==> config.mk <==
export PLATFORM = sky130hd
export DESIGN_NAME = looping_playback_position_timer
export DESIGN_NICKNAME = d
export VERILOG_FILES = /design/src/rtl/core/lppt_pkg.sv /design/src/rtl/core/looping_playback_position_timer.sv
export SDC_FILE = /design/constraint.sdc
export NUM_CORES = 2
export LEC_CHECK = 0
export ABC_AREA = 0
export BUFFER_PORTS_ARGS = -buffer_cell sky130_fd_sc_hd__buf_2
export CAP_MARGIN = 20
export CORE_UTILIZATION = 66
export CTS_BUF_LIST = sky130_fd_sc_hd__clkbuf_16
export DETAILED_ROUTE_END_ITERATION = 6
export PLACE_DENSITY = 0.9
export SLEW_MARGIN = 20
export SYNTH_ARGS = -nofsm -noshare
export SYNTH_HDL_FRONTEND = slang
export SYNTH_SLANG_ARGS = --single-unit
export TNS_END_PERCENT = 50
==> constraint.sdc <==
create_clock -name clk -period 27.8 [get_ports clk]
set_clock_uncertainty 0.2 [all_clocks]
set_input_delay 5.56 -clock clk [delete_from_list [all_inputs] [get_ports clk]]
set_output_delay 5.56 -clock clk [all_outputs]
set_load 0.01 [all_outputs]
==> src/rtl/core/lppt_pkg.sv <==
`timescale 1ns / 1ps

package lppt_pkg;

  // field widths
  localparam int TIME_W  = 32;
  localparam int DELTA_W = 24;
  localparam int RATE_W  = 16;
  localparam int SPAN_W  = 16;
  localparam int MODE_W  = 3;
  localparam int IDX_W   = 3;

  // command codes
  localparam logic [MODE_W-1:0] MODE_TICK  = 3'd0;
  localparam logic [MODE_W-1:0] MODE_PLAY  = 3'd1;
  localparam logic [MODE_W-1:0] MODE_PAUSE = 3'd2;
  localparam logic [MODE_W-1:0] MODE_STOP  = 3'd3;
  localparam logic [MODE_W-1:0] MODE_SEEK  = 3'd4;
  localparam logic [MODE_W-1:0] MODE_END   = 3'd5;

  // configuration register indexes
  localparam logic [IDX_W-1:0] REG_SEQ_LEN   = 3'd0;
  localparam logic [IDX_W-1:0] REG_START_REQ = 3'd1;
  localparam logic [IDX_W-1:0] REG_END_REQ   = 3'd2;
  localparam logic [IDX_W-1:0] REG_MIN_SPAN  = 3'd3;
  localparam logic [IDX_W-1:0] REG_PLAY_RATE = 3'd4;
  localparam logic [IDX_W-1:0] REG_LOOPING   = 3'd5;

  typedef logic [TIME_W-1:0] time_t;

  // clamp a time value into [lo, hi]
  function automatic time_t clamp_time(time_t v, time_t lo, time_t hi);
    time_t r;
    r = v;
    if (v < lo) r = lo;
    if (v > hi) r = hi;
    return r;
  endfunction

endpackage

==> src/rtl/core/looping_playback_position_timer.sv <==
`timescale 1ns / 1ps
// Commands and ticks while paused pass EXEC and DONE on the way to out_valid; a clamping tick
// passes EXEC, MUL, SUM, CLAMP and DONE; a looping tick passes EXEC, MUL, SUM, OFF, ABS, the
// remainder loop REM that retires one bit of the offset per cycle, FIX, ADD and DONE.
// One item in flight; a new one can be taken once its result is loaded, unless a configuration write stalls.
// A range register write holds in_stall high until the range has passed the renormalisation pipeline.
// Reset (rst, synchronous): position 0, paused, no pose pending, registers to defaults.
module looping_playback_position_timer #(
  parameter int RATE_FRAC_BITS = 8
) (
  input  logic                          clk,
  input  logic                          rst,
  // configuration
  input  logic                          wr_en,
  input  logic [lppt_pkg::IDX_W-1:0]    wr_index,
  input  logic [lppt_pkg::TIME_W-1:0]   wr_data,
  // input channel
  input  logic                          in_valid,
  output logic                          in_stall,
  input  logic [lppt_pkg::MODE_W-1:0]   mode,
  input  logic [lppt_pkg::DELTA_W-1:0]  delta_time,
  input  logic [lppt_pkg::TIME_W-1:0]   seek_time,
  // output channel
  output logic                          out_valid,
  input  logic                          out_stall,
  output logic [lppt_pkg::TIME_W-1:0]   position,
  output logic                          is_playing,
  output logic                          wrapped,
  output logic                          pose_pending
);

  localparam int TW      = lppt_pkg::TIME_W;
  localparam int PROD_W  = lppt_pkg::DELTA_W + lppt_pkg::RATE_W;
  localparam int STEP_W  = PROD_W - RATE_FRAC_BITS;
  localparam int SUM_W   = ((STEP_W > TW) ? STEP_W : TW) + 2;
  localparam int MAG_W   = SUM_W - 1;
  localparam int CNT_W   = $clog2(MAG_W + 1);

  localparam logic [3:0] ST_IDLE  = 4'd0;
  localparam logic [3:0] ST_EXEC  = 4'd1;
  localparam logic [3:0] ST_MUL   = 4'd2;
  localparam logic [3:0] ST_SUM   = 4'd3;
  localparam logic [3:0] ST_OFF   = 4'd4;
  localparam logic [3:0] ST_ABS   = 4'd5;
  localparam logic [3:0] ST_REM   = 4'd6;
  localparam logic [3:0] ST_FIX   = 4'd7;
  localparam logic [3:0] ST_ADD   = 4'd8;
  localparam logic [3:0] ST_CLAMP = 4'd9;
  localparam logic [3:0] ST_DONE  = 4'd10;

  // configuration registers
  logic [TW-1:0]                   seq_len;
  logic [TW-1:0]                   start_req;
  logic [TW-1:0]                   end_req;
  logic [lppt_pkg::SPAN_W-1:0]     min_span;
  logic [lppt_pkg::RATE_W-1:0]     play_rate;
  logic                            looping;

  // effective range, cached after each renormalisation
  logic [TW-1:0] rs;
  logic [TW-1:0] re;
  logic [TW-1:0] rlen;

  // block state
  logic [TW-1:0] pos_reg;
  logic          playing;
  logic          dirty;
  logic          wrap_q;

  // range normalisation pipeline
  logic          trig;
  logic          v1, v2, v3, v4, v5;
  logic          lz1, lz2, lz3, lz4, lz5;
  logic [TW-1:0] s0_1, e0_1, len_1;
  logic [lppt_pkg::SPAN_W-1:0] span_1, span_2, span_3;
  logic [TW-1:0] s1_2, e0_2, len_2;
  logic [TW:0]   t_3, e1_3;
  logic [TW-1:0] s1_3, len_3;
  logic [TW-1:0] e2_4, tl_4, s1_4;
  logic [TW:0]   t_4;
  logic [lppt_pkg::SPAN_W-1:0] span_4;
  logic [TW-1:0] rs_n, re_n;
  logic          cfg_busy;

  // item sequencer
  logic [3:0]                     st;
  logic [lppt_pkg::MODE_W-1:0]    mode_q;
  logic [lppt_pkg::DELTA_W-1:0]   delta_q;
  logic [TW-1:0]                  seek_q;
  logic [PROD_W-1:0]              prod;
  logic signed [SUM_W-1:0]        sum_v;
  logic [SUM_W-1:0]               off_v;
  logic                           off_neg;
  logic [MAG_W-1:0]               mag;
  logic [TW-1:0]                  rem;
  logic [CNT_W-1:0]               cnt;
  logic [TW-1:0]                  radj;

  // combinational helpers
  logic                           rate_neg;
  logic [lppt_pkg::RATE_W-1:0]    rate_mag;
  logic [STEP_W-1:0]              step;
  logic signed [SUM_W-1:0]        pos_s, step_s, rs_s, re_s;
  logic [SUM_W-1:0]               off_abs;
  logic [TW:0]                    rem_sh;
  logic [TW:0]                    rem_diff;
  logic [TW-1:0]                  np;
  logic                           in_take;
  logic                           out_free;

  assign cfg_busy = trig | v1 | v2 | v3 | v4 | v5;
  assign in_stall = (st != ST_IDLE) | cfg_busy | wr_en;
  assign in_take  = in_valid & ~in_stall;
  assign out_free = ~out_valid | ~out_stall;

  assign rate_neg = play_rate[lppt_pkg::RATE_W-1];
  assign rate_mag = rate_neg ? (lppt_pkg::RATE_W'(0) - play_rate) : play_rate;
  assign step     = prod[PROD_W-1:RATE_FRAC_BITS];
  assign pos_s    = $signed(SUM_W'(pos_reg));
  assign step_s   = $signed(SUM_W'(step));
  assign rs_s     = $signed(SUM_W'(rs));
  assign re_s     = $signed(SUM_W'(re));
  assign off_abs  = off_v[SUM_W-1] ? (SUM_W'(0) - off_v) : off_v;
  assign rem_sh   = {rem, mag[MAG_W-1]};
  assign rem_diff = rem_sh - {1'b0, rlen};
  assign np       = rs + radj;

  // configuration registers
  always_ff @(posedge clk) begin
    if (rst) begin
      seq_len   <= '0;
      start_req <= '0;
      end_req   <= '1;
      min_span  <= lppt_pkg::SPAN_W'(273);
      play_rate <= lppt_pkg::RATE_W'(256);
      looping   <= 1'b1;
      trig      <= 1'b0;
    end else begin
      trig <= 1'b0;
      if (wr_en) begin
        case (wr_index)
          lppt_pkg::REG_SEQ_LEN: begin
            seq_len <= wr_data;
            trig    <= 1'b1;
          end
          lppt_pkg::REG_START_REQ: begin
            start_req <= wr_data;
            trig      <= 1'b1;
          end
          lppt_pkg::REG_END_REQ: begin
            end_req <= wr_data;
            trig    <= 1'b1;
          end
          lppt_pkg::REG_MIN_SPAN: begin
            min_span <= wr_data[lppt_pkg::SPAN_W-1:0];
            trig     <= 1'b1;
          end
          lppt_pkg::REG_PLAY_RATE: play_rate <= wr_data[lppt_pkg::RATE_W-1:0];
          lppt_pkg::REG_LOOPING:   looping   <= wr_data[0];
          default: ;
        endcase
      end
    end
  end

  // normalisation pipeline valid bits
  always_ff @(posedge clk) begin
    if (rst) begin
      v1 <= 1'b0;
      v2 <= 1'b0;
      v3 <= 1'b0;
      v4 <= 1'b0;
      v5 <= 1'b0;
    end else begin
      v1 <= trig;
      v2 <= v1;
      v3 <= v2;
      v4 <= v3;
      v5 <= v4;
    end
  end

  // normalisation pipeline payload: order, clamp to length, widen to min span
  always_ff @(posedge clk) begin
    // order start and end
    s0_1   <= (start_req < end_req) ? start_req : end_req;
    e0_1   <= (start_req < end_req) ? end_req : start_req;
    len_1  <= seq_len;
    span_1 <= min_span;
    lz1    <= (seq_len == '0);
    // start no later than the length
    s1_2   <= (s0_1 > len_1) ? len_1 : s0_1;
    e0_2   <= e0_1;
    len_2  <= len_1;
    span_2 <= span_1;
    lz2    <= lz1;
    // end at least start plus span
    t_3    <= {1'b0, s1_2} + (TW+1)'(span_2);
    e1_3   <= (({1'b0, e0_2} < ({1'b0, s1_2} + (TW+1)'(span_2))) ?
               ({1'b0, s1_2} + (TW+1)'(span_2)) : {1'b0, e0_2});
    s1_3   <= s1_2;
    len_3  <= len_2;
    span_3 <= span_2;
    lz3    <= lz2;
    // end no later than the length
    e2_4   <= (e1_3 > {1'b0, len_3}) ? len_3 : e1_3[TW-1:0];
    tl_4   <= (t_3 < {1'b0, len_3}) ? t_3[TW-1:0] : len_3;
    t_4    <= t_3;
    s1_4   <= s1_3;
    span_4 <= span_3;
    lz4    <= lz3;
    // zero length gives an empty range; span too short after clamping: pull the start back
    if (lz4) begin
      rs_n <= '0;
      re_n <= '0;
    end else if ({1'b0, e2_4} < t_4) begin
      re_n <= tl_4;
      rs_n <= (tl_4 > TW'(span_4)) ? (tl_4 - TW'(span_4)) : '0;
    end else begin
      re_n <= e2_4;
      rs_n <= s1_4;
    end
    lz5 <= lz4;
  end

  // item sequencer, remainder loop, output register
  always_ff @(posedge clk) begin
    if (rst) begin
      st        <= ST_IDLE;
      pos_reg   <= '0;
      playing   <= 1'b0;
      dirty     <= 1'b0;
      rs        <= '0;
      re        <= '0;
      rlen      <= '0;
      out_valid <= 1'b0;
    end else begin
      if (out_valid && !out_stall) out_valid <= 1'b0;

      case (st)
        ST_IDLE: begin
          if (in_take) begin
            mode_q  <= mode;
            delta_q <= delta_time;
            seek_q  <= seek_time;
            st      <= ST_EXEC;
          end
        end
        ST_EXEC: begin
          wrap_q <= 1'b0;
          st     <= ST_DONE;
          case (mode_q)
            lppt_pkg::MODE_TICK: begin
              if (dirty) begin
                pos_reg <= lppt_pkg::clamp_time(pos_reg, rs, re);
                dirty   <= 1'b0;
              end
              if (playing) st <= ST_MUL;
            end
            lppt_pkg::MODE_PLAY:  playing <= (seq_len != '0);
            lppt_pkg::MODE_PAUSE: playing <= 1'b0;
            lppt_pkg::MODE_STOP: begin
              playing <= 1'b0;
              pos_reg <= rs;
              dirty   <= 1'b1;
            end
            lppt_pkg::MODE_SEEK: begin
              pos_reg <= lppt_pkg::clamp_time(seek_q, rs, re);
              dirty   <= 1'b1;
            end
            lppt_pkg::MODE_END: begin
              playing <= 1'b0;
              pos_reg <= re;
              dirty   <= 1'b1;
            end
            default: ;
          endcase
        end
        ST_MUL: begin
          prod <= PROD_W'(delta_q) * PROD_W'(rate_mag);
          st   <= ST_SUM;
        end
        ST_SUM: begin
          sum_v <= rate_neg ? (pos_s - step_s) : (pos_s + step_s);
          st    <= (looping && rlen != '0) ? ST_OFF : ST_CLAMP;
        end
        ST_OFF: begin
          off_v <= SUM_W'(sum_v - rs_s);
          st    <= ST_ABS;
        end
        ST_ABS: begin
          off_neg <= off_v[SUM_W-1];
          mag     <= off_abs[MAG_W-1:0];
          rem     <= '0;
          cnt     <= CNT_W'(MAG_W);
          st      <= ST_REM;
        end
        // restoring remainder, one offset bit per cycle
        ST_REM: begin
          rem <= rem_diff[TW] ? rem_sh[TW-1:0] : rem_diff[TW-1:0];
          mag <= {mag[MAG_W-2:0], 1'b0};
          cnt <= cnt - CNT_W'(1);
          if (cnt == CNT_W'(1)) st <= ST_FIX;
        end
        // floored modulo for negative offsets
        ST_FIX: begin
          radj <= (off_neg && rem != '0) ? (rlen - rem) : rem;
          st   <= ST_ADD;
        end
        ST_ADD: begin
          wrap_q  <= rate_neg ? (np > pos_reg) : (np < pos_reg);
          pos_reg <= np;
          st      <= ST_DONE;
        end
        ST_CLAMP: begin
          if (sum_v < rs_s) pos_reg <= rs;
          else if (sum_v > re_s) pos_reg <= re;
          else pos_reg <= sum_v[TW-1:0];
          if ((!rate_neg && sum_v >= re_s) || (rate_neg && sum_v <= rs_s)) playing <= 1'b0;
          st <= ST_DONE;
        end
        ST_DONE: begin
          if (out_free) begin
            position     <= pos_reg;
            is_playing   <= playing;
            wrapped      <= wrap_q;
            pose_pending <= dirty;
            out_valid    <= 1'b1;
            st           <= ST_IDLE;
          end
        end
        default: st <= ST_IDLE;
      endcase

      // new range takes effect: reclamp the position and mark it pending
      if (v5) begin
        rs      <= rs_n;
        re      <= re_n;
        rlen    <= re_n - rs_n;
        pos_reg <= lz5 ? '0 : lppt_pkg::clamp_time(pos_reg, rs_n, re_n);
        dirty   <= 1'b1;
      end
    end
  end

`ifndef SYNTH
  // the cached range is always ordered
  assert property (@(posedge clk) disable iff (rst) rs <= re)
    else $error("effective range start above its end");

  // the partial remainder stays below the range length while iterating
  assert property (@(posedge clk) disable iff (rst) (st == ST_REM) |-> (rem < rlen))
    else $error("remainder escaped the range length");

  // a finished item with a free output slot is presented next cycle
  assert property (@(posedge clk) disable iff (rst)
    (st == ST_DONE && out_free) |=> (out_valid && st == ST_IDLE))
    else $error("result not loaded into the output register");

  // after a range update the position sits inside the new range
  assert property (@(posedge clk) disable iff (rst)
    (v5 && !lz5 && st == ST_IDLE) |=> (pos_reg >= rs && pos_reg <= re))
    else $error("position outside the range after renormalisation");
`endif

endmodule
==> results.ini <==
[synthesis]
ys_async_sr_fraction_pct = 0
synth-seq-area-share_pct = 35.19
synth-edff-count = 299
netlist_area_mm2 = 0.07409
yosysWarnings = 0
yosysTopAreaCellShare_pct = 23.07
syn_nets = 9216
synth_area_leader_cell = dfxtp_1
ys_ff_latch = 1153
synth_flop_cell = dfxtp_1
synth_cell_types = 87
synth.avg_cell_area_um2 = 9.266
syn_inst = 7996
synth.area.top_cells = dfxtp_1 (23%), ha_1 (14%), edfxtp_1 (12%), fa_1 (8.5%), inv_1 (4.6%)

[setup_path]
crit_buf_inv = 2
r2r_start = play_rate[2]
r2r-end = prod[39]
arrival_ns = 6.58
critical_path.startpoint = wr_en
cpMostUsedCell = buf_2
slowest_delay_ns = 0.33
crit_fanout = 4
cp_slowest_cell = nor4_1
r2r_cells = 29
start_kind = input pin
crit_path_end = in_stall
cp_top_family = simple AND/OR/NAND/NOR gates
r2r_setup_slack_ns = 18.50
worst-setup-path-type = in -> out
worstPathRequired_ns = 22.04
cp.depth = 4
critPathCaptureType = output port
crit_chain = buf_2 -> nor4_1 -> nand3_1 -> buf_2

[sta]
worst_slew_pin_slew_ns = 1.215
grt_setup_unrepaired = false
finalSetupViolCount = 0
slew_headroom_pct = 18.73
timing.final.crit_share_pct = 44.38
fmaxAchievable_mhz = 81.05
slew_violations = 0
finalWorstPathRequiredPeriod_ns = 12.34
setup_tns_ns = 0
hold_violations = 0

[cells_and_area]
multi_input_area_mm2 = 0.04376
nFillCells = 7494
final_nets = 9236
regArea_mm2 = 0.02608
fin_area_mm2 = 0.08019
syn2layout_area_growth_pct = 8.231
layout-drive-gt1-share_pct = 8.169
top_regs = off_v (34), sum_v (34)

[drt]
drt-wirelength-per-cell_um = 24.36
vias = 62310
dr.pass1.iters = 7
routed_via_density = 6.486
detail-route-antenna-nets = 0
totalWireLength_um = 234000
drt-initial-drc-count = 7337
drcViolationCount = 0

[grt]
grt_pass1_wl_um = 351700
antenna_found_initial = 8
overflow = 0
grt_max_degree = 161
grt_pass1_vias = 61660
grt_usage_pct = 40.38

[clock_tree]
cts_resized = 0
clock_path_buffers = 3
cts_setup_buffers = 0
cts_inserted_buffers = 115
cts_root_buf = clkbuf_16
clkTransAtPathRegs_ns = 0.06
cts_hold_buf = 0
insertion_delay_ns = 0.81
clock_sinks = 1153
cts_tree = built
cts-htree-levels = 3

[floorplan]
die_w_um = 337.1
start_util_pct = 66.77
fp.dieH_um = 337.1
num_rows = 122
io_pins = 136
fp.coreArea_mm2 = 0.1110
die_area_mm2 = 0.1136

[pwr]
p_per_area_mw_per_mm2 = 71.40
leakagePower_uw = 0.03449
ir_drop_uv = 129.6

[run]
cap_violations = 0

[placed_design]
dp_hpwl_um = 166900
routabilityCongestion = 1.055
dpl_cell_area_mm2 = 0.07625
port_buffers = 135

[status]
outcome = completed

[min_path]
hold_path_class = reg -> reg

==> placed cells by master, fill, tap and decap left out, drive strengths merged, types with 89 or more instances in the layout <==
| master | synthesis | routed |
|---|---|---|
| and2 | 147 | 147 |
| xor2 | 110 | 110 |
| fa | 314 | 314 |
| a21oi | 646 | 646 |
| nand4 | 96 | 96 |
| xnor2 | 174 | 174 |
| o21ai | 344 | 344 |
| dfxtp | 854 | 854 |
| edfxtp | 299 | 299 |
| a21o | 159 | 159 |
| ha | 807 | 807 |
| nand2b | 89 | 89 |
| nor2 | 554 | 554 |
| clkbuf | 249 | 121 |
| mux2 | 218 | 218 |
| mux2i | 154 | 154 |
| nand3 | 111 | 111 |
| nand2 | 774 | 774 |
| buf | 42 | 193 |
| nor3 | 115 | 115 |
| inv | 913 | 947 |
==> metrics by stage <==
stage                     util, %  power, uW  hold WS, ns  setup slack, ns  std cells
final                       72.26       5726       0.1136            15.46       9607
after global placement      68.71       3962       0.1109            15.47       9385
after CTS                   72.21       5629       0.1129            15.49       9602
after detailed placement    68.71       4037       0.1121            15.49       9385
after global routing        72.26       5949       0.1293            15.45       9604
after floorplan                 -       3410       0.1096            14.03       7996
==> kinds of logic after synthesis <==
logic type	Yosys count	synth area share [%]
AOI/OAI and AO/OA	1716	14.38
adders and majority gates	1121	22.11
buffers and inverters	1204	6.158
muxes	372	5.399
DFF	1153	35.19
and+or+nand+nor	2146	13.41
xor gates and xnor gates	284	3.357
==> cell usage after synthesis, types with 13 or more instances <==
master and count:
a211o_1 19, a211oi_1 84, a21boi_0 22, a21o_1 159
a21oi_1 645, a221oi_1 21, a311oi_1 13, a31oi_1 31
and2_1 147, and3_1 36, and4_1 14, buf_1 22
buf_2 17, clkbuf_1 249, dfxtp_1 854, edfxtp_1 299
fa_1 314, ha_1 807, inv_1 912, mux2_2 217
mux2i_1 154, nand2_1 774, nand2b_1 89, nand3_1 111
nand4_1 96, nor2_1 553, nor2b_1 72, nor3_1 115
nor4_1 51, o211ai_1 78, o21a_1 62, o21ai_0 336
o21bai_1 32, o22ai_1 25, o31ai_1 44, or2_2 14
or3_1 29, or4_1 14, xnor2_1 174, xor2_1 110
==> per-layer routing <==
layer | routed length [um] | share of wire [%] | global-route usage (%) | vias to the layer above
met2 | 103600 | 44 | 63.92 | 3979
met3 | 25100 | 11 | 9.064 | 1182
met5 | 60 | 0.026 | 0 | -
li1 | - | - | - | 27600
met1 | 85360 | 36 | 48.53 | 29550
met4 | 19840 | 8.5 | 29.09 | 8
==> power by group <==
| part | switching (uW) | internal [uW] | total (uW) |
|---|---|---|---|
| Combinational | 1310 | 769 | 2080 |
| Clock | 721 | 874 | 1590 |
| Sequential | 207 | 1840 | 2050 |
| Total | 2240 | 3490 | 5730 |
==> layout make-up <==
cell class | count | area share (%)
clock inverters | 97 | 1.098
diodes | 3 | 0.009361
clock buffers | 120 | 3.745
multi-input cells | 5639 | 54.57
flip-flops and latches | 1153 | 32.52
well taps | 1488 | 2.322
inverters | 913 | 4.273
repair buffers | 194 | 1.462
==> worst min-delay path by stage <==
stage | from | end | slack [ns] | cells after the start
after CTS | s1_3[24] | s1_4[24] | 0.11 | 0
after floorplan | e0_1[0] | e0_2[0] | 0.11 | 0
after global placement | s1_3[30] | s1_4[30] | 0.11 | 0
after global routing | s1_3[23] | s1_4[23] | 0.13 | 0
after detailed placement | e0_1[16] | e0_2[16] | 0.11 | 0
final | s1_3[24] | s1_4[24] | 0.11 | 0
(Power assumes the default switching activity.)
